File: src/sv/hkpt_pkg.sv
// Shared types, widths and codes for the half-space kernel point test.
// No dependencies; imported by every module of the block.
package hkpt_pkg;

  localparam int COORD_W = 32;
  localparam int REQ_W   = 3;
  localparam int STAT_W  = 2;
  localparam int RAD_W   = 64;  // radicand of the square root
  localparam int ROOT_W  = 31;  // root of a radicand below 2^62
  localparam int NUM_W   = 61;  // dividend: magnitude * 2^30 + root / 2
  localparam int QUO_W   = 31;  // quotient never exceeds 2^30

  typedef logic signed [COORD_W-1:0] coord_t;

  typedef struct packed {
    coord_t ox;
    coord_t oy;
    coord_t oz;
    coord_t nx;
    coord_t ny;
    coord_t nz;
  } plane_t;

  localparam logic [REQ_W-1:0] REQ_V0    = 3'd0;
  localparam logic [REQ_W-1:0] REQ_V1    = 3'd1;
  localparam logic [REQ_W-1:0] REQ_V2    = 3'd2;
  localparam logic [REQ_W-1:0] REQ_REF   = 3'd3;
  localparam logic [REQ_W-1:0] REQ_JUDGE = 3'd4;
  localparam logic [REQ_W-1:0] REQ_CLEAR = 3'd5;

  localparam logic [STAT_W-1:0] ST_OK    = 2'd0;
  localparam logic [STAT_W-1:0] ST_DEGEN = 2'd1;
  localparam logic [STAT_W-1:0] ST_FULL  = 2'd2;
  localparam logic [STAT_W-1:0] ST_BAD   = 2'd3;

  localparam logic [0:0] CFG_MARGIN = 1'b0;
  localparam logic [0:0] CFG_MINLEN = 1'b1;

  // Difference a - b clamped to the signed 32-bit range.
  function automatic coord_t sat_diff(input coord_t a, input coord_t b);
    logic signed [COORD_W:0] d;
    coord_t r;
    d = {a[COORD_W-1], a} - {b[COORD_W-1], b};
    if (d[COORD_W] != d[COORD_W-1]) begin
      r = d[COORD_W] ? {1'b1, {(COORD_W-1){1'b0}}} : {1'b0, {(COORD_W-1){1'b1}}};
    end else begin
      r = d[COORD_W-1:0];
    end
    return r;
  endfunction

endpackage

File: src/sv/hkpt_div.sv
// Restoring divider, one quotient bit per cycle.
// The quotient is known to fit QUO_W bits. Uses hkpt_pkg.
module hkpt_div import hkpt_pkg::*; (
  input  logic              clk_i,
  input  logic              rst_ni,
  input  logic              start_i,
  input  logic [NUM_W-1:0]  num_i,
  input  logic [ROOT_W-1:0] den_i,
  output logic              done_o,
  output logic [QUO_W-1:0]  quo_o
);

  localparam int CW = $clog2(QUO_W + 1);

  logic [ROOT_W-1:0] rem_q, den_q;
  logic [QUO_W-1:0]  nlo_q, quo_q;
  logic [CW-1:0]     cnt_q;
  logic              done_q;
  logic [ROOT_W:0]   trial;
  logic              qbit;

  always_comb begin
    trial = {rem_q, nlo_q[QUO_W-1]};
    qbit  = trial >= {1'b0, den_q};
  end

  always_ff @(posedge clk_i or negedge rst_ni) begin
    if (!rst_ni) begin
      cnt_q  <= '0;
      done_q <= 1'b0;
    end else begin
      done_q <= 1'b0;
      if (start_i) begin
        cnt_q <= CW'(QUO_W);
      end else if (cnt_q != '0) begin
        cnt_q <= cnt_q - 1'b1;
        if (cnt_q == CW'(1)) begin
          done_q <= 1'b1;
        end
      end
    end
  end

  always_ff @(posedge clk_i) begin
    if (start_i) begin
      rem_q <= ROOT_W'(num_i[NUM_W-1:QUO_W]);
      nlo_q <= num_i[QUO_W-1:0];
      den_q <= den_i;
      quo_q <= '0;
    end else if (cnt_q != '0) begin
      rem_q <= qbit ? ROOT_W'(trial - {1'b0, den_q}) : trial[ROOT_W-1:0];
      nlo_q <= nlo_q << 1;
      quo_q <= {quo_q[QUO_W-2:0], qbit};
    end
  end

  assign done_o = done_q;
  assign quo_o  = quo_q;

endmodule

File: config.mk
export PLATFORM = sky130hd
export DESIGN_NAME = hkpt_div
export DESIGN_NICKNAME = d
export VERILOG_FILES = /design/src/sv/hkpt_pkg.sv /design/src/sv/hkpt_div.sv
export SDC_FILE = /design/constraint.sdc
export NUM_CORES = 1
export LEC_CHECK = 0
export ABC_AREA = 1
export BUFFER_PORTS_ARGS = -buffer_cell sky130_fd_sc_hd__buf_2
export CORE_MARGIN = 3
export CORE_UTILIZATION = 35
export CTS_CLUSTER_DIAMETER = 200
export CTS_CLUSTER_SIZE = 14
export DETAILED_ROUTE_END_ITERATION = 10
export GPL_TIMING_DRIVEN = 0
export PLACE_DENSITY_LB_ADDON = 0.15
export SYNTH_ARGS = -nofsm -noshare
export SYNTH_HDL_FRONTEND = slang
export SYNTH_SLANG_ARGS = --single-unit
export TNS_END_PERCENT = 5
File: constraint.sdc
create_clock -name clk_i -period 4.2 [get_ports clk_i]
set_input_delay 0.84 -clock clk_i [delete_from_list [all_inputs] [get_ports clk_i]]
set_output_delay 0.84 -clock clk_i [all_outputs]
set_load 0.01 [all_outputs]
== Yosys cells after proc, flatten, opt, wreduce, memory -nomap -nowiden ==
Cells that the tools add are included.
W data, S select, Z words.
Operators by class
  add/subtract/negate cells: 2
  $mul: 0
  div/mod/pow operators: 0
  $lt $le $gt $ge: 1
  eq/ne operators: 1
  shifts and indexed selects: 0
  muxes and demuxes: 10
  bitwise operators: 0
  reduce and logical (&&, ||, !) cells: 2
Operator list (count)
  $mux W31: 3
  $mux W30: 2
  $ge A32 B31 Y1: 1
  $sub A31 B31 Y31: 1
  $mux W5: 2
  $eq A5 B1 Y1 const B: 1
  $reduce_bool A5 Y1: 1
  $sub A5 B1 Y5 const B: 1
  $mux W1: 3
  $reduce_bool A2 Y1: 1
Word-level totals
  register bits after elaboration: 130
  latch bits: 0
  memory bits (writable): 0
  ROM bits: 0
  input port bits: 95
  word-level logic and storage cells: 23
  memories kept: 0

== Depth between registers and ports, before layout ==
  depth after elaboration: 4
  gate-level depth with buffers: 17
  gate-level depth less buffers: 16

== Worst setup path after synthesis ==
No wires, ideal clock.
  path kind: input -> register
  start: input port start_i
  end: register nlo_q[0] (enable)
  arrival time: 2865 ps
  required time: 3750 ps
  path slack: 886 ps
  cell stages on the path: 3
  cell sequence: nor2_1 inv_1 clkbuf_1
On the way
  word-level cells in the longest chain between the ends: 1
RTL lines
  start: declaration: RTL line hkpt_div.sv:6  | input logic start_i,
  $reduce_bool A2 Y1 (no source line)
  end signal: assignment: RTL line hkpt_div.sv:47  | nlo_q <= num_i[QUO_W-1:0];
  end signal: assignment: RTL line hkpt_div.sv:52  | nlo_q <= nlo_q << 1;
  end: declaration: RTL line hkpt_div.sv:16  | logic [QUO_W-1:0] nlo_q, quo_q;
Every way passes these cells.
A chain may end at the register's enable or synchronous reset.

== Worst setup path after layout ==
  start: register nlo_q[30]
  end: register rem_q[25], data pin
On the way
  word-level cells in the longest chain between the ends: 4
  elaborated cells on any way between the ends: 5
  those cells by class: add/sub (1); order compare (1); mux (3)
RTL lines
  $sub A31 B31 Y31 or $ge A32 B31 Y1 (tied branches): RTL line hkpt_div.sv:51, hkpt_div.sv:24
  $mux W31 (*): RTL line hkpt_div.sv:51  | rem_q <= qbit ? ROOT_W'(trial - {1'b0, den_q}) : trial[ROOT_W-1:0];
  $mux W30 (*): RTL line hkpt_div.sv:50  | end else if (cnt_q != '0) begin
  $mux W30 (*): RTL line hkpt_div.sv:45  | if (start_i) begin
  end signal: assignment: RTL line hkpt_div.sv:46  | rem_q <= ROOT_W'(num_i[NUM_W-1:QUO_W]);
  end signal: assignment: RTL line hkpt_div.sv:51
  end: declaration: RTL line hkpt_div.sv:15  | logic [ROOT_W-1:0] rem_q, den_q;
Mark *: on every way between the ends. The rest lies on a longest branch, timed or not. The select of a mux whose other input is x is not followed.

==> run metrics <==
outcome=finished, final reports clean; Mapped Area=7720 um2; Final WS setup=1.57 ns; # nets final=1,280; worst slew pin tran=0.870 ns; routability congestion estimate=0.960; Routed Antenna Nets=0; drt via density=4.66; Max Slew Vio Count=0; Leak=4.71 nW; Fillers=2,268; maximum number of pins on one net before global-route repair=40; Root Buffer=clkbuf_16; wire per inst=15.1 um; Max Clock Skew=0.00943 ns; dpl hpwl=16,500 um; CP startpoint kind=register; switch share=41.8%; Cell Chain, Critical Path=inv_1 > ha_1 > fa_1 > inv_1 > nand2_1 > nand2_1 > nand3_1 > nand2_2 > nand2_1 > nand3_2 > nand2_4 > nand2_4 > buf_6 > nand3_1 > nand2_1 > nand2_1; total die area=23,900 um2; TritonCTS clock tree=yes; antenna violations before repair=6; Seq pwr share=29.7%; Ports=127; post-synth cell types=41; Worst slew margin=42.0%; P per Cell Area=627 nW/um2; clock buffer depth=2; arrival time at the worst endpoint=2.81 ns; Synth area leaders=edfxtp_1 36%, nand2_1 18%, inv_1 8.4%; Area Overhead vs Synth=20.3%; Die X=155 um; core box area=21,400 um2; Final setup viols=0; Final Hold Fails=0; Gate power share=45.1%; unrepaired setup endpoints after global routing=false; CP delay by family, top=simple AND/OR/NAND/NOR gates; internal power=0.00339 W; fmax=0.380 GHz; clock buffer count from CTS=17; number of port buffers=126; Worst Path Required=4.38 ns; Mean Syn Cell Area=7.69 um2; Worst path most repeated cell=nand2_1; #FFs+latches synth=130; fraction of layout cells with a size suffix above 1=16.7%; Syn Nets=1,134; Synth top area share=35.8%; vias=6,709; crit share post-route=62.6%; postcts setup bufs=0; Die Span Y=155 um; crit path time final=2.63 ns; worst min path class=in2async; Routed WL=21,800 um; count leader, synth=nand2_1; critical path's largest stage delay=0.40 ns; Crit Path Max Fanout=10; global-route usage over all layers=18.4%; MaxCap Viol Count=0; pre-CTS WS=1.03 ns; Initial DRT Pass Iterations=5; slowest CP cell=fa_1; DR iter-0 viols=334; cell count after synthesis=1,004; top post-synthesis cells by count=375 x nand2_1, 172 x inv_1, 92 x edfxtp_1; Synth Flop Type=edfxtp_1; NetSw=0.00243 W; Worst Path Buf+Inv=3; Total Power=0.00582 W; grt total ovfl=0; number of global-route vias before repair=6,635; CP Capture Type=register; Post-CTS Hold Buffers=0; # DRC=0; Max H-tree Level=4; post-CTS resize count=0; Hold WS=0.224 ns; FFs w/ async S/R, synth=4.62%; total number of yosys warnings=0; first-pass GRT wire length=34,700 um; clk slew on worst S/H paths=0.07 ns; Setup CP Type=reg2reg; Starting Density=36.1%; cell taking the most area after synthesis=edfxtp_1; Rows=53; Max rail drop VDD=237 uV; worst skew pair latency=0.43 ns; Clock Power Share=25.2%; Num Clock Sinks=130; register area share after synthesis=46.0%; Post-synth EDFFs=92
-- layout by cell type (no fill, tap or decap), types with 9 or more instances in the layout --
| master | netlist | routed |
|---|---|---|
| nand2_1 | 375 | 375 |
| inv_1 | 172 | 172 |
| buf_2 | 2 | 128 |
| edfxtp_1 | 92 | 92 |
| nand3_1 | 60 | 60 |
| nor2_1 | 47 | 47 |
| ha_1 | 34 | 34 |
| dfxtp_1 | 32 | 32 |
| o22ai_1 | 29 | 29 |
| a21oi_1 | 24 | 24 |
| nand3b_1 | 23 | 23 |
| clkbuf_16 | 0 | 18 |
| clkbuf_1 | 16 | 15 |
| xnor2_1 | 12 | 12 |
| o21ai_1 | 9 | 9 |
-- sequential cells by signal, summed over array words and instances (netlist names) --
name    cells
rem_q      31
den_q      31
cnt_q       5
quo_o      31
done_o      1
nlo_q      31
-- cells by family (layout without fill, tap and decap cells) --
kind of cell | count (synthesis) | count (layout) | share of synthesized area [%]
simple gates | 537 | 537 | 29.7
fa+ha+maj | 35 | 35 | 5.77
buf+inv | 206 | 365 | 10.6
xor+xnor | 14 | 14 | 1.59
flops | 130 | 130 | 46.0
other cells | 0 | 1 | 0
compound gates | 82 | 82 | 6.31
-- layout make-up --
cell class              count  area, um2  share of cell area, %
diodes                      1       2.50                 0.0270
clock buffers              19        455                   4.90
inverters                 179        672                   7.24
flip-flops and latches    130       3550                   38.3
multi-input cells         668       3350                   36.1
well taps                 275        344                   3.71
clock inverters            13        110                   1.19
plain buffers              27        149                   1.60
repair buffers            127        651                   7.01
-- per-layer routing --
metal  part of all wire, %  GRT usage [%]  vias to the layer above  routed length (um)
li1                      -              -                     3484                   -
met1                    47           24.6                     3020               10200
met2                    44           29.1                      159                9610
met3                   6.8           6.04                       36                1470
met4                   1.9           4.79                       10                 408
met5                  0.25              0                        -                  54
-- metrics by stage --
step | util [%] | instances | setup TNS (ns) | area, um2
4_1_cts | 43.5 | 1438 | 0 | 9280
3_3_place_gp | 40.7 | 1405 | -83.75 | 8690
3_5_place_dp | 40.8 | 1406 | 0 | 8720
5_1_grt | 43.5 | 1439 | 0 | 9290
6_report | 43.5 | 1439 | 0 | 9290
2_1_floorplan | - | 1004 | 0 | 7720
-- final timing paths --
| path | slack [ns] | startpoint | cells after the start | end |
|---|---|---|---|---|
| worst max register to register | 1.57 | nlo_q[30] | 16 | rem_q[25] |
| worst min register to register | 0.49 | quo_o[4] | 2 | quo_o[4] |
| worst max-delay path | 1.57 | nlo_q[30] | 16 | rem_q[25] |
| max in group asynchronous | 3.82 | rst_ni | 1 | cnt_q[1] |
| min in group clk_i | 0.49 | quo_o[4] | 2 | quo_o[4] |
| worst min-delay path | 0.22 | rst_ni | 1 | cnt_q[4] |
-- power by group through the flow --
stage	combinational, W	sequential, W	clock (W)
2_1_floorplan	0.00196	0.00172	0
3_3_place_gp	0.00261	0.00175	0
3_5_place_dp	0.00262	0.00175	0
4_1_cts	0.00263	0.00173	0.00151
5_1_grt	0.00298	0.00176	0.00156
6_report	0.00262	0.00173	0.00147
No activity file was read; power rests on OpenSTA's default activity.
