`src/sv/hkpt_pkg.sv`:
```
// Shared types, widths and codes for the half-space kernel point test.
// No dependencies; imported by every module of the block.
package hkpt_pkg;

  localparam int COORD_W = 32;
  localparam int REQ_W   = 3;
  localparam int STAT_W  = 2;
  localparam int RAD_W   = 64;  // radicand of the square root
  localparam int ROOT_W  = 31;  // root of a radicand below 2^62
  localparam int NUM_W   = 61;  // dividend: magnitude * 2^30 + root / 2
  localparam int QUO_W   = 31;  // quotient never exceeds 2^30

  typedef logic signed [COORD_W-1:0] coord_t;

  typedef struct packed {
    coord_t ox;
    coord_t oy;
    coord_t oz;
    coord_t nx;
    coord_t ny;
    coord_t nz;
  } plane_t;

  localparam logic [REQ_W-1:0] REQ_V0    = 3'd0;
  localparam logic [REQ_W-1:0] REQ_V1    = 3'd1;
  localparam logic [REQ_W-1:0] REQ_V2    = 3'd2;
  localparam logic [REQ_W-1:0] REQ_REF   = 3'd3;
  localparam logic [REQ_W-1:0] REQ_JUDGE = 3'd4;
  localparam logic [REQ_W-1:0] REQ_CLEAR = 3'd5;

  localparam logic [STAT_W-1:0] ST_OK    = 2'd0;
  localparam logic [STAT_W-1:0] ST_DEGEN = 2'd1;
  localparam logic [STAT_W-1:0] ST_FULL  = 2'd2;
  localparam logic [STAT_W-1:0] ST_BAD   = 2'd3;

  localparam logic [0:0] CFG_MARGIN = 1'b0;
  localparam logic [0:0] CFG_MINLEN = 1'b1;

  // Difference a - b clamped to the signed 32-bit range.
  function automatic coord_t sat_diff(input coord_t a, input coord_t b);
    logic signed [COORD_W:0] d;
    coord_t r;
    d = {a[COORD_W-1], a} - {b[COORD_W-1], b};
    if (d[COORD_W] != d[COORD_W-1]) begin
      r = d[COORD_W] ? {1'b1, {(COORD_W-1){1'b0}}} : {1'b0, {(COORD_W-1){1'b1}}};
    end else begin
      r = d[COORD_W-1:0];
    end
    return r;
  endfunction

endpackage

```
`src/sv/hkpt_isqrt.sv`:
```
// Floor square root, two radicand bits per cycle.
// Uses hkpt_pkg for widths.
module hkpt_isqrt import hkpt_pkg::*; (
  input  logic              clk_i,
  input  logic              rst_ni,
  input  logic              start_i,
  input  logic [RAD_W-1:0]  rad_i,
  output logic              done_o,
  output logic [ROOT_W-1:0] root_o
);

  logic [RAD_W-1:0] s_q, s_d, r_q, r_d, bit_q, trial;
  logic             done_q;

  always_comb begin
    trial = r_q + bit_q;
    if (s_q >= trial) begin
      s_d = s_q - trial;
      r_d = (r_q >> 1) + bit_q;
    end else begin
      s_d = s_q;
      r_d = r_q >> 1;
    end
  end

  always_ff @(posedge clk_i or negedge rst_ni) begin
    if (!rst_ni) begin
      bit_q  <= '0;
      done_q <= 1'b0;
    end else begin
      done_q <= 1'b0;
      if (start_i) begin
        bit_q <= RAD_W'(1) << (RAD_W - 2);
      end else if (bit_q != '0) begin
        bit_q <= bit_q >> 2;
        if (bit_q == RAD_W'(1)) begin
          done_q <= 1'b1;
        end
      end
    end
  end

  always_ff @(posedge clk_i) begin
    if (start_i) begin
      s_q <= rad_i;
      r_q <= '0;
    end else if (bit_q != '0) begin
      s_q <= s_d;
      r_q <= r_d;
    end
  end

  assign done_o = done_q;
  assign root_o = r_q[ROOT_W-1:0];

endmodule

```
`config.mk`:
```
export PLATFORM = sky130hd
export DESIGN_NAME = hkpt_isqrt
export DESIGN_NICKNAME = d
export VERILOG_FILES = /design/src/sv/hkpt_pkg.sv /design/src/sv/hkpt_isqrt.sv
export SDC_FILE = /design/constraint.sdc
export NUM_CORES = 1
export LEC_CHECK = 0
export BUFFER_PORTS_ARGS = -buffer_cell sky130_fd_sc_hd__buf_4
export CAP_MARGIN = 20
export CORE_MARGIN = 4
export CORE_UTILIZATION = 55
export DETAILED_ROUTE_END_ITERATION = 10
export GPL_TIMING_DRIVEN = 0
export PLACE_DENSITY = 0.73
export SETUP_SLACK_MARGIN = 0.3
export SLEW_MARGIN = 25
export SYNTH_ARGS = -nofsm -noshare
export SYNTH_HDL_FRONTEND = slang
export SYNTH_SLANG_ARGS = --single-unit
```
`constraint.sdc`:
```
create_clock -name clk_i -period 17.5 [get_ports clk_i]
set_input_delay 0.875 -clock clk_i [delete_from_list [all_inputs] [get_ports clk_i]]
set_output_delay 0.875 -clock clk_i [all_outputs]
set_load 0.01 [all_outputs]
```
---- Yosys cells after proc, flatten, opt, wreduce, memory -nomap -nowiden ----
Index checks and enable logic that the tools add are counted.
operators by class
  add/sub/neg operators ................... 3
  $lt $le $gt $ge ......................... 1
  equality and inequality tests ........... 1
  mux-type cells .......................... 9
  reductions and logical operators ........ 4
operator list
  operator                                                                 number
  64-bit two-way mux                                                       6
  63-bit by 64-bit adder with 64-bit output                                1
  64-bit adder                                                             1
  64-bit by 1-bit equality test with 1-bit output (second input constant)  1
  64-bit >= comparator                                                     1
  64-bit nonzero test                                                      1
  64-bit subtractor                                                        1
  2-bit nonzero test                                                       2
  1-bit two-way mux                                                        3
  2-bit AND reduction                                                      1
word-level totals
  register bits after elaboration ......... 193
  input port bits ......................... 67
  word-level logic and storage cells ...... 22

---- Depth between registers and ports, before layout ----
Gate-level depths: netlist of the first run.
  depth after elaboration ................. 5
  gate-level depth with buffers ........... 27
  mapped depth without buffers ............ 23

---- Least setup slack after synthesis of the first run ----
Ideal clock, no wire load.
  kind .................................... register to register
  from .................................... reg bit_q[16]
  to ...................................... reg s_q[0] (enable)
  data arrival time ....................... 9289 ps
  setup slack ............................. 7636 ps
  stages on the path, launching flop included .. 22
  path buffers ............................ 2
  path through ............................ dfrtp_1 > ha_1 > nand2_2 > or4_4 > o221a_2 > o41ai_4 > a41o_2 > a211oi_2 > or3_1 > o21ai_1 > a31oi_1 > xor2_1 > ha_1 > and2_1 > nand3_1 > nor2_1 > nand2_1 > o2111ai_1 > nor2_4 > buf_2 > buf_2 > o21ai_0
on the way
  word-level cells in the longest chain between the ends .. 4
RTL lines
  element                                 RTL line          text
  from (decl)                             hkpt_isqrt.sv:12  logic [RAD_W-1:0] s_q, s_d, r_q, r_d, bit_q, trial;
  from (signal assigned)                  hkpt_isqrt.sv:33  bit_q <= RAD_W'(1) << (RAD_W - 2);
  from (signal assigned)                  hkpt_isqrt.sv:35  bit_q <= bit_q >> 2;
  64-bit adder                            hkpt_isqrt.sv:16  trial = r_q + bit_q;
  64-bit >= comparator                    hkpt_isqrt.sv:17  if (s_q >= trial) begin
  2-bit nonzero test (no source line)     -
  2-bit AND reduction (no source line) *  -
  to (signal assigned)                    hkpt_isqrt.sv:45  s_q <= rad_i;
  to (decl)                               hkpt_isqrt.sv:12
Mark *: on every way between the ends. The rest lies on a longest branch, timed or not.
A chain may end at the register's enable or synchronous reset.

---- Worst setup path after layout of the first run ----
  from .................................... reg bit_q[2]
  to ...................................... reg s_q[36] (enable)
Same word-level chain as after synthesis.

==> metrics.csv, run 1 <==
stage,metric,value,unit
status,outcome,finished with violations,
status,failing checks,DRC,
logic_synthesis,Post-synth EDFFs,64,
logic_synthesis,"flops & latches, synth",161,
die,I/O pin count,99,
die,die area,0.03031,mm^2
timing,part of the cycle the worst path needs,45.92,%
logic_synthesis,Yosys top cell area share,12.67,%
pwr,VDD IR max,0.09315,mV
drt,via count,15119,
clocking,hold buffer count at CTS,0,
pwr,Gate power share,64.2,%
logic_synthesis,top_reg_cell synth,edfxtp_1,
clocking,Max Root-Sink Buffers,2,
clocking,CTS tree,yes,
die,initial core utilization,56.14,%
pwr,Clk pwr share,13.8,%
drt,Via density,6.377,
timing,skew final,0.01734,ns
grt,number of global-route vias before repair,14714,
clocking,latest clock arrival within the worst-skew pair,0.45,ns
logic_synthesis,Cells after Synth,1898,
timing,Period minus WS final,8.036,ns
timing,max-slew violations,0,
drt,drt wl/cell,21.71,um
logic_synthesis,cell taking the most area after synthesis,edfxtp_1,
timing,setup ws final,9.464,ns
logic_synthesis,syn_nets,2096,
flow_run,max-cap violations,0,
final_layout,number of antenna cells inserted,0,
timing,setup TNS,0,ns
critical_path,r2r setup slk,9.46,ns
placed_design,post-DP HPWL,39790,um
placed_design,pre-CTS setup slack,9.662,ns
clocking,CTS Buf Count,17,
pwr,Switching Fraction,48.49,%
critical_path,Worst EP required,17.66,ns
logic_synthesis,Syn Std Cell Area,0.01517,mm^2
logic_synthesis,Synth async-reset ratio,20.50,%
clocking,CTS Sinks,161,
critical_path,CP Class,flip-flop to flip-flop,
critical_path,CP startpoint kind,flip-flop,
pwr,Sequential Power Share,22.0,%
drt,residual DRC count,1,
logic_synthesis,commonest cells in the netlist,"nand2_1 (220), nor2_1 (155), o21ai_0 (140), a21oi_1 (132), ha_1 (130)",
die,Die Wd,174.1,um
timing,Worst-Margin Slew,1.044,ns
logic_synthesis,"count leader, synth",nand2_1,
pwr,Power Dens Cells,175.2,mW/mm^2
pwr,Int Pwr,1.540,mW
timing,setup violators final,0,
critical_path,crit-path max FO,21,
placed_design,routability cong.,0.9917,
drt,DRT iter0 DRCs,1447,
grt,largest net degree at the start of global routing,34,
final_layout,nets,2215,
clocking,postcts setup bufs,0,
clocking,clk root buf,clkbuf_16,
logic_synthesis,register area share after synthesis,26.55,%
grt,first-pass GRT wire length,80560,um
logic_synthesis,"top cells by area, synth","edfxtp_1 (13%), ha_1 (11%), dfxtp_1 (8.4%)",
final_layout,share of cells above drive strength 1,11.77,%
die,Die Ht,174.1,um
drt,drt pass-1 iters,11,
timing,final hold violations,0,
grt,GRT Util Overall,33.22,%
clocking,# H-tree levels,4,
timing,hold_ws,0.3904,ns
timing,unrepaired setup endpoints after global routing,no,
critical_path,critical path arrival,8.19,ns
logic_synthesis,post-synth cell types,96,
grt,initial antenna violation count,0,
critical_path,Crit. End Element,flip-flop,
drt,remaining antenna violation count,0,
clocking,clock slew at reported path FFs,0.08,ns
clocking,CTS resizes,0,
placed_design,I/O Buffers,97,
logic_synthesis,yosys warns,0,
die,core area,0.02703,mm^2
timing,slew margin rel.,30.40,%
final_layout,area delta synth->final,12.43,%
drt,total wire length,51470,um
worst_hold_path,min-delay worst type,input port to async pin,
pwr,Static Leak,6.889,nW
pwr,total net switching power,1.450,mW
timing,Peak Freq,0.1244,GHz
grt,GRT overflow,0,
die,row cnt,60,
logic_synthesis,Post-Syn Area per Cell,7.994,um^2
per-layer routing:
metal	track usage (%)	vias to the layer above	routed length, um
met1	43.69	7149	22040
li1	-	7210	-
met4	12.77	0	1972
met5	0	-	0
met2	55.28	645	23990
met3	5.046	115	3463
cells in the final DEF, fill, tap and decap left out, drive strengths merged, types with 49 or more instances in the layout:
master  instances
a21oi         133
inv            52
nor2          156
o21ai         170
a211oi         49
xor2           61
clkbuf        105
a31oi          55
buf           148
dfxtp          64
edfxtp         64
ha            130
nand2         221
xnor2          90
final cells by class:
cell class	instances	area, um^2
Inverter	48	180.2
Timing Repair Buffer	100	810.8
Clock buffer	22	508.0
Buffer	131	639.4
Clock inverter	10	117.6
Sequential cell	161	4029
Fill cell	2464	9966
Multi-Input combinational cell	1558	10350
Tap cell	341	426.7
worst paths after layout:
check	start	cells after the start	end
max	bit_q[2]	25	s_q[36]
min	rst_ni	1	done_o
max reg2reg	bit_q[2]	25	s_q[36]
min reg2reg	r_q[36]	2	r_q[35]
max in group asynchronous	rst_ni	1	bit_q[22]
min in group clk_i	r_q[36]	2	r_q[35]
critical path: stages, from the launching register on:
cell       delay, ns
dfrtp_1         0.50
ha_1            0.42
a211oi_1        0.14
nor4_1          0.64
o21ai_1         0.26
a2111oi_0       0.91
nor3_1          0.35
nand2b_1        0.29
a21oi_1         0.37
nand2_1         0.09
nand2_1         0.10
xnor2_1         0.12
ha_1            0.30
clkbuf_1        0.25
nand4_1         0.22
nor2_1          0.35
nand3_1         0.19
nor2_1          0.17
o21a_1          0.13
buf_2           0.30
nor2_4          0.12
buf_2           0.26
buf_2           0.27
o21ai_4         0.53
buf_16          0.24
buf_16          0.18
stage by stage:
step           total power [mW]  cells  instance area (um^2)  util (%)
4_1_cts                   2.959   2371                 17060     63.13
6_report                  2.989   2371                 17060     63.13
3_3_place_gp              2.507   2336                 16330     60.42
5_1_grt                   3.207   2371                 17060     63.13
3_5_place_dp              2.539   2339                 16430     60.81
2_1_floorplan             2.012   1898                 15170         -
registers in the layout, indices dropped and copies added, names as in the netlist:
signal,flops
s_q,64
done_o,1
bit_q,32
r_q,64
kinds of logic after synthesis:
kind of cell | synth area share, %
AO/OA/AOI/OAI | 27.66
multiplexers | 1.641
AND/OR/NAND/NOR | 19.19
flip-flops | 26.55
adder cells (fa/ha/maj) | 10.85
buffers and inverters | 5.393
XOR/XNOR | 8.716
power by group through the flow:
stage	Combinational, mW	Clock (mW)	Sequential [mW]
after floorplan	1.38	0	0.633
after global routing	2.11	0.430	0.669
final	1.92	0.414	0.658
after global placement	1.83	0	0.678
after detailed placement	1.88	0	0.661
after CTS	1.89	0.414	0.655
(Power assumes the default switching activity.)
==> run 2, diff against run 1 <==
--- a/config.mk
+++ b/config.mk
@@ -11,7 +11,7 @@
 export CORE_UTILIZATION = 55
 export DETAILED_ROUTE_END_ITERATION = 10
 export GPL_TIMING_DRIVEN = 0
-export PLACE_DENSITY = 0.73
+export PLACE_DENSITY = 0.76
 export SETUP_SLACK_MARGIN = 0.3
 export SLEW_MARGIN = 25
 export SYNTH_ARGS = -nofsm -noshare
==> constraint.sdc (replaced) <==
create_clock -name clk_i -period 7.15 [get_ports clk_i]
set_input_delay 0.3575 -clock clk_i [delete_from_list [all_inputs] [get_ports clk_i]]
set_output_delay 0.3575 -clock clk_i [all_outputs]
set_load 0.01 [all_outputs]
==> run 2 against run 1 <==
Non-clock buffer count up 9. Maximum frequency increased by 21%. Register-to-register slack lost 8.9 ns. First-iteration DRC count up 5.9%. Global-route usage up 0.077 points. Sequential power increased by 140%. Combinational power rose to 2.5 times the previous value. The flow now finishes without violations. Utilization rose by 0.60 points. Clock skew is 0.0022 ns higher. Critical path depth is 1 higher. Hold slack worse by 0.21 ns.
==> metrics.csv, run 2 (synthesized netlist as in run 1, its figures left out) <==
stage,metric,value,unit,change
die,initial core utilization,56.14,%,unchanged
clocking,CTS Sinks,161,,unchanged
drt,drt pass-1 iters,6,,-5
critical_path,Crit. End Element,flip-flop,,
pwr,Power Dens Cells,426.4,mW/mm^2,+140%
grt,GRT Util Overall,33.30,%,+0.077 points
final_layout,multi-input logic area,0.01050,mm^2,+1.5%
critical_path,"CP delay by family, top",compound AO/OA/AOI/OAI gates,,
drt,drt wl/cell,21.73,um,about the same
timing,skew final,0.01957,ns,+0.002230 ns
clocking,clock slew at reported path FFs,0.08,ns,about the same
critical_path,CP Buf/Inv Count,6,,unchanged
timing,final hold violations,0,,unchanged
critical_path,Worst EP required,7.35,ns,-10.31 ns
final_layout,largest registers,"r_q (64), s_q (64), bit_q (32)",,
critical_path,CP startpoint kind,flip-flop,,
worst_hold_path,min-delay worst type,input port to flip-flop,,
final_layout,area delta synth->final,13.50,%,
timing,slew margin rel.,23.00,%,-7.4 points
die,die area,0.03031,mm^2,unchanged
grt,GRT overflow,0,,unchanged
pwr,Sequential Power Share,22.0,%,about the same
die,core area,0.02703,mm^2,unchanged
pwr,Gate power share,65.7,%,+1.5 points
clocking,latest clock arrival within the worst-skew pair,0.45,ns,about the same
pwr,VDD IR max,0.2700,mV,+190%
pwr,Static Leak,6.934,nW,+0.66%
clocking,# H-tree levels,4,,unchanged
status,outcome,finished clean,,
final_layout,filler instances,2415,,-2.0%
clocking,Max Root-Sink Buffers,2,,unchanged
critical_path,critical path arrival,6.83,ns,-1.36 ns
drt,remaining antenna violation count,0,,unchanged
timing,max-slew violations,0,,unchanged
timing,unrepaired setup endpoints after global routing,no,,
grt,first-pass GRT wire length,81000,um,+0.55%
pwr,total chip power,7.343,mW,+150%
pwr,total net switching power,3.618,mW,+150%
grt,largest net degree at the start of global routing,34,,unchanged
pwr,Clk pwr share,12.3,%,-1.5 points
critical_path,CP max stage delay,0.48,ns,-0.43 ns
die,Die Ht,174.1,um,unchanged
grt,number of global-route vias before repair,14688,,-0.18%
flow_run,max-cap violations,0,,unchanged
clocking,CTS tree,yes,,
critical_path,Crit-path slowest cell,dfrtp_1,,
drt,residual DRC count,0,,-1
clocking,clk root buf,clkbuf_16,,
timing,Peak Freq,0.1508,GHz,+21%
final_layout,most frequent cells in the layout,"nand2_1 (220), nor2_1 (152), buf_4 (141)",,
placed_design,routability cong.,1.016,,+2.4%
pwr,Int Pwr,3.725,mW,+140%
drt,total wire length,51710,um,+0.46%
final_layout,"leading cell type in the layout, fill and taps excluded",nand2_1,,
timing,Period minus WS final,6.629,ns,-1.407 ns
clocking,CTS Buf Count,17,,unchanged
final_layout,Storage cell area,0.004030,mm^2,about the same
timing,Worst-Margin Slew,1.155,ns,+0.1110 ns
timing,part of the cycle the worst path needs,92.72,%,+47 points
timing,hold_ws,0.1790,ns,-0.2113 ns
placed_design,I/O Buffers,97,,unchanged
critical_path,CP Class,flip-flop to flip-flop,,
final_layout,number of antenna cells inserted,0,,unchanged
timing,setup violators final,0,,unchanged
final_layout,share of cells above drive strength 1,13.24,%,+1.5 points
drt,DRT iter0 DRCs,1532,,+5.9%
drt,via count,15232,,+0.75%
pwr,Switching Fraction,49.27,%,+0.78 points
drt,Via density,6.400,,+0.37%
die,I/O pin count,99,,unchanged
final_layout,nets,2224,,+0.41%
placed_design,post-DP HPWL,39290,um,-1.3%
die,Die Wd,174.1,um,unchanged
grt,initial antenna violation count,0,,unchanged
critical_path,crit-path max FO,23,,+9.5%
die,row cnt,60,,unchanged
run 2: power groups by stage:
stage	combinational (mW)	clock, mW	sequential [mW]
global route	5.30	0.946	1.64
finish	4.83	0.904	1.61
detailed placement	4.61	0	1.62
global placement	4.50	0	1.62
floorplan	3.38	0	1.53
CTS	4.70	0.902	1.60
run 2: metrics by stage:
step | TNS, ns | util, % | area (um^2) | cells | worst slack, ns
CTS | 0 | 63.17 | 17070 | 2377 | 0.3014
floorplan | 0 | - | 15180 | 1898 | 0.8849
global placement | -128.86 | 60.46 | 16340 | 2336 | -1.862
detailed placement | -27.33 | 60.81 | 16430 | 2339 | -0.5791
finish | 0 | 63.72 | 17220 | 2380 | 0.5208
global route | 0 | 63.72 | 17220 | 2380 | 0.2862
run 2: final timing paths:
| kind | startpoint | to | slack (ns) | cells after the start |
|---|---|---|---|---|
| setup / recovery | bit_q[2] | s_q[42] | 0.52 | 26 |
| hold / removal | rad_i[27] | s_q[27] | 0.18 | 3 |
| setup reg to reg | bit_q[2] | s_q[42] | 0.52 | 26 |
| hold reg to reg | r_q[0] | r_q[0] | 0.53 | 2 |
| max in group asynchronous | rst_ni | bit_q[28] | 6.36 | 2 |
| min in group asynchronous | rst_ni | bit_q[52] | 0.42 | 2 |
run 2: layer usage:
metal	GRT usage, %	vias to the layer above	share of wire [%]
li1	-	7228	-
met1	43.42	7224	42
met2	55.85	648	47
met3	4.545	132	6.9
met4	13.59	0	4.4
met5	0	-	0
run 2: worst reg2reg max path, stage by stage (launching register included):
cell       delay (ns)
dfrtp_1          0.48
ha_1             0.39
a31oi_2          0.28
nand2_1          0.16
a41oi_4          0.34
o41ai_4          0.09
buf_4            0.17
a41o_2           0.33
a211oi_4         0.34
o21ai_1          0.15
a41oi_1          0.31
o21bai_1         0.16
xnor2_2          0.25
ha_1             0.28
clkbuf_1         0.18
a21o_1           0.20
o21bai_1         0.19
a221oi_1         0.34
o21ai_1          0.13
nand2b_1         0.15
o2111ai_4        0.18
nor2_4           0.20
clkbuf_4         0.28
buf_4            0.28
o21ai_4          0.11
buf_16           0.22
buf_16           0.18
run 2: layout make-up:
class / instances / share of cell area (%)
Multi-Input combinational cell: 1558 / 60.96
Sequential cell: 161 / 23.40
Timing Repair Buffer: 109 / 5.137
Buffer: 131 / 3.763
Clock buffer: 18 / 2.616
Tap cell: 341 / 2.477
Inverter: 48 / 1.046
Clock inverter: 14 / 0.5958
run 2: repair_timing:
| item | in CTS | in global routing |
|---|---|---|
| hold buffers | 1 | 0 |
| resized for setup | 7 | 29 |
| setup endpoints to repair | 123 | 120 |
| hold endpoints to repair | 33 | 0 |
| buffers inserted | 5 | 3 |
| pin swaps | 3 | 4 |
==> run 3, diff against run 2 <==
--- a/config.mk
+++ b/config.mk
@@ -11,7 +11,7 @@
 export CORE_UTILIZATION = 55
 export DETAILED_ROUTE_END_ITERATION = 10
 export GPL_TIMING_DRIVEN = 0
-export PLACE_DENSITY = 0.76
+export PLACE_DENSITY = 0.73
 export SETUP_SLACK_MARGIN = 0.3
 export SLEW_MARGIN = 25
 export SYNTH_ARGS = -nofsm -noshare
==> constraint.sdc (replaced) <==
create_clock -name clk_i -period 6.7 [get_ports clk_i]
set_input_delay 0.335 -clock clk_i [delete_from_list [all_inputs] [get_ports clk_i]]
set_output_delay 0.335 -clock clk_i [all_outputs]
set_load 0.01 [all_outputs]
==> run 3 against run 2 <==
Total power up 8.6%. Die area stayed put. Combinational power rose by 7.5%.
==> metrics.csv, run 3 (synthesized netlist as in run 1, its figures left out) <==
stage,metric,value,unit,change
status,outcome,finished clean,,
die,initial core utilization,56.14,%,unchanged
clocking,CTS Sinks,161,,unchanged
timing,Peak Freq,0.1606,GHz,+6.5%
drt,drt wl/cell,21.60,um,-0.58%
final_layout,filler instances,2408,,-0.29%
final_layout,share of cells above drive strength 1,14.89,%,+1.7 points
final_layout,most frequent cells in the layout,"nand2_1 (220), nor2_1 (152), buf_4 (151)",,
timing,setup ws final,0.4728,ns,-0.04804 ns
die,die area,0.03031,mm^2,unchanged
drt,via count,15134,,-0.64%
clocking,Max Root-Sink Buffers,2,,unchanged
clocking,clock slew at reported path FFs,0.08,ns,about the same
clocking,CTS Buf Count,17,,unchanged
die,I/O pin count,99,,unchanged
critical_path,Worst EP required,6.85,ns,-0.50 ns
critical_path,CP max stage delay,0.54,ns,+0.06 ns
timing,setup violators final,0,,unchanged
critical_path,"CP delay by family, top",simple AND/OR/NAND/NOR gates,,
critical_path,CP Buf/Inv Count,6,,unchanged
drt,Via density,6.335,,-1.0%
final_layout,largest registers,"r_q (64), s_q (64), bit_q (32)",,
drt,remaining antenna violation count,0,,unchanged
pwr,total chip power,7.975,mW,+8.6%
timing,skew final,0.01610,ns,-0.003479 ns
die,Die Ht,174.1,um,unchanged
worst_hold_path,HP Start,rad_i[33],,
critical_path,Crit-path slowest cell,or4_4,,
pwr,Power Dens Cells,457.0,mW/mm^2,+7.2%
timing,final hold violations,0,,unchanged
pwr,Static Leak,7.023,nW,+1.3%
grt,largest net degree at the start of global routing,34,,unchanged
placed_design,post-DP HPWL,39020,um,-0.69%
critical_path,CP Class,flip-flop to flip-flop,,
drt,DRT iter0 DRCs,1393,,-9.1%
drt,residual DRC count,0,,unchanged
clocking,CTS tree,yes,,
placed_design,dpl cells,2339,,unchanged
critical_path,capturing point of the worst reg2reg path,s_q[36],,
placed_design,pre-CTS setup slack,-0.9859,ns,-0.4068 ns
grt,GRT overflow,0,,unchanged
flow_run,max-cap violations,0,,unchanged
worst_hold_path,min-delay worst type,input port to flip-flop,,
timing,slew margin rel.,21.09,%,-1.9 points
worst_hold_path,WHS Endpoint,s_q[33],,
final_layout,Final Non-Filler Cells,2389,,+0.38%
placed_design,Placed Area,0.01643,mm^2,about the same
critical_path,critical path arrival,6.38,ns,-0.45 ns
critical_path,CP startpoint kind,flip-flop,,
critical_path,R2R depth,26,,unchanged
timing,part of the cycle the worst path needs,92.94,%,+0.23 points
final_layout,"Design Area, Final",0.01745,mm^2,+1.3%
clocking,# H-tree levels,4,,unchanged
critical_path,crit-path max FO,23,,unchanged
die,core area,0.02703,mm^2,unchanged
final_layout,number of antenna cells inserted,0,,unchanged
pwr,VDD IR max,0.3170,mV,+17%
die,Die Wd,174.1,um,unchanged
worst_hold_path,Hold Path Cell Cnt,3,,unchanged
grt,initial antenna violation count,0,,unchanged
final_layout,"leading cell type in the layout, fill and taps excluded",nand2_1,,
critical_path,r2r setup slk,0.47,ns,-0.05 ns
final_layout,area delta synth->final,15.00,%,
placed_design,routability cong.,0.9775,,-3.8%
critical_path,Crit. End Element,flip-flop,,
drt,total wire length,51610,um,-0.20%
timing,hold_ws,0.1605,ns,-0.01854 ns
timing,unrepaired setup endpoints after global routing,no,,
clocking,clk root buf,clkbuf_16,,
timing,Period minus WS final,6.227,ns,-0.4020 ns
placed_design,I/O Buffers,97,,unchanged
drt,drt pass-1 iters,6,,unchanged
timing,Worst-Margin Slew,1.184,ns,+0.02878 ns
timing,max-slew violations,0,,unchanged
grt,GRT Util Overall,32.64,%,-0.66 points
critical_path,FF-to-FF Start,bit_q[20],,
clocking,latest clock arrival within the worst-skew pair,0.45,ns,about the same
grt,number of global-route vias before repair,14622,,-0.45%
final_layout,nets,2233,,+0.40%
grt,first-pass GRT wire length,79010,um,-2.5%
critical_path,most numerous cell on the critical path,buf_4,,
die,row cnt,60,,unchanged
run 3: cell count changes in the layout (fill, tap and decap cells not counted), moves of 2 or more:
cell	previous run	this run
nand3_2	0	2
buf_4	141	151
dfxtp_2	1	3
clkbuf_1	80	74
ha_2	1	5
a41oi_1	7	4
dfxtp_1	63	61
bufinv_16	0	2
clkbuf_8	0	2
ha_1	127	123
clkbuf_2	3	9
clkinv_2	5	1
a41oi_2	0	4
nand3_1	30	28
run 3: stage by stage:
step                      setup TNS, ns  util (%)
after detailed placement         -72.19     60.81
after global placement          -183.18     60.46
after global routing                  0     64.56
after floorplan                       0         -
after CTS                             0     63.91
final                                 0     64.56
run 3: power by group:
group	total (mW)	switching, mW	internal (mW)	leakage (nW)
sequential	1.73	0.274	1.46	1.64
combinational	5.19	3.14	2.06	5.08
clock	1.05	0.471	0.581	0.300
total	7.97	3.88	4.09	7.02
run 3: what timing repair did:
action,4_1_cts,5_1_grt
setup buffers,13,5
setup endpoints to repair,128,118
cloned,0,0
pin swaps,7,18
gates resized for setup,24,44
endpoints found under the hold margin,33,0
hold buffers,1,0
run 3: area by class of cell:
class / instances / area, um^2 / share of cell area (%)
Sequential cell: 161 / 4034 / 23.12
Timing Repair Buffer: 119 / 959.7 / 5.500
Multi-Input combinational cell: 1558 / 10590 / 60.69
Buffer: 130 / 655.6 / 3.757
Inverter: 48 / 180.2 / 1.033
Clock buffer: 20 / 456.7 / 2.617
Clock inverter: 12 / 146.4 / 0.8389
Tap cell: 341 / 426.7 / 2.445
run 3: worst register-to-register path, cell delays in order, from the launching register on:
cell	delay, ns
dfrtp_1	0.45
ha_1	0.34
nand2_1	0.14
or4_4	0.54
o221a_2	0.33
o41ai_4	0.06
buf_4	0.20
a41o_2	0.28
a211oi_4	0.11
or3_1	0.45
o21ai_2	0.18
a31oi_1	0.11
xor2_1	0.20
ha_1	0.40
and2_4	0.19
nand3_2	0.12
nor2_4	0.19
nand3_2	0.12
nor2_2	0.12
o21a_1	0.13
buf_4	0.21
nor2_4	0.08
buf_4	0.20
buf_6	0.17
o21ai_4	0.23
buf_16	0.19
buf_16	0.21
run 3: worst max path at each step:
| stage | start | end | slack (ns) | depth (start not counted) |
|---|---|---|---|---|
| floorplan | bit_q[16] | s_q[0] | 0.43 | 21 |
| global placement | bit_q[0] | s_q[29] | -2.26 | 22 |
| detailed placement | bit_q[0] | s_q[29] | -0.99 | 26 |
| CTS | bit_q[16] | s_q[9] | 0.32 | 25 |
| global route | bit_q[20] | s_q[43] | 0.29 | 26 |
| finish | bit_q[20] | s_q[36] | 0.47 | 26 |
run 3: per-layer routing:
metal / vias up / track usage (%) / wire, um
met2: 609 / 54.42 / 23910
met5: - / 0 / 0
met3: 151 / 4.589 / 3279
li1: 7272 / - / -
met4: 0 / 15.44 / 2484
met1: 7102 / 41.88 / 21930
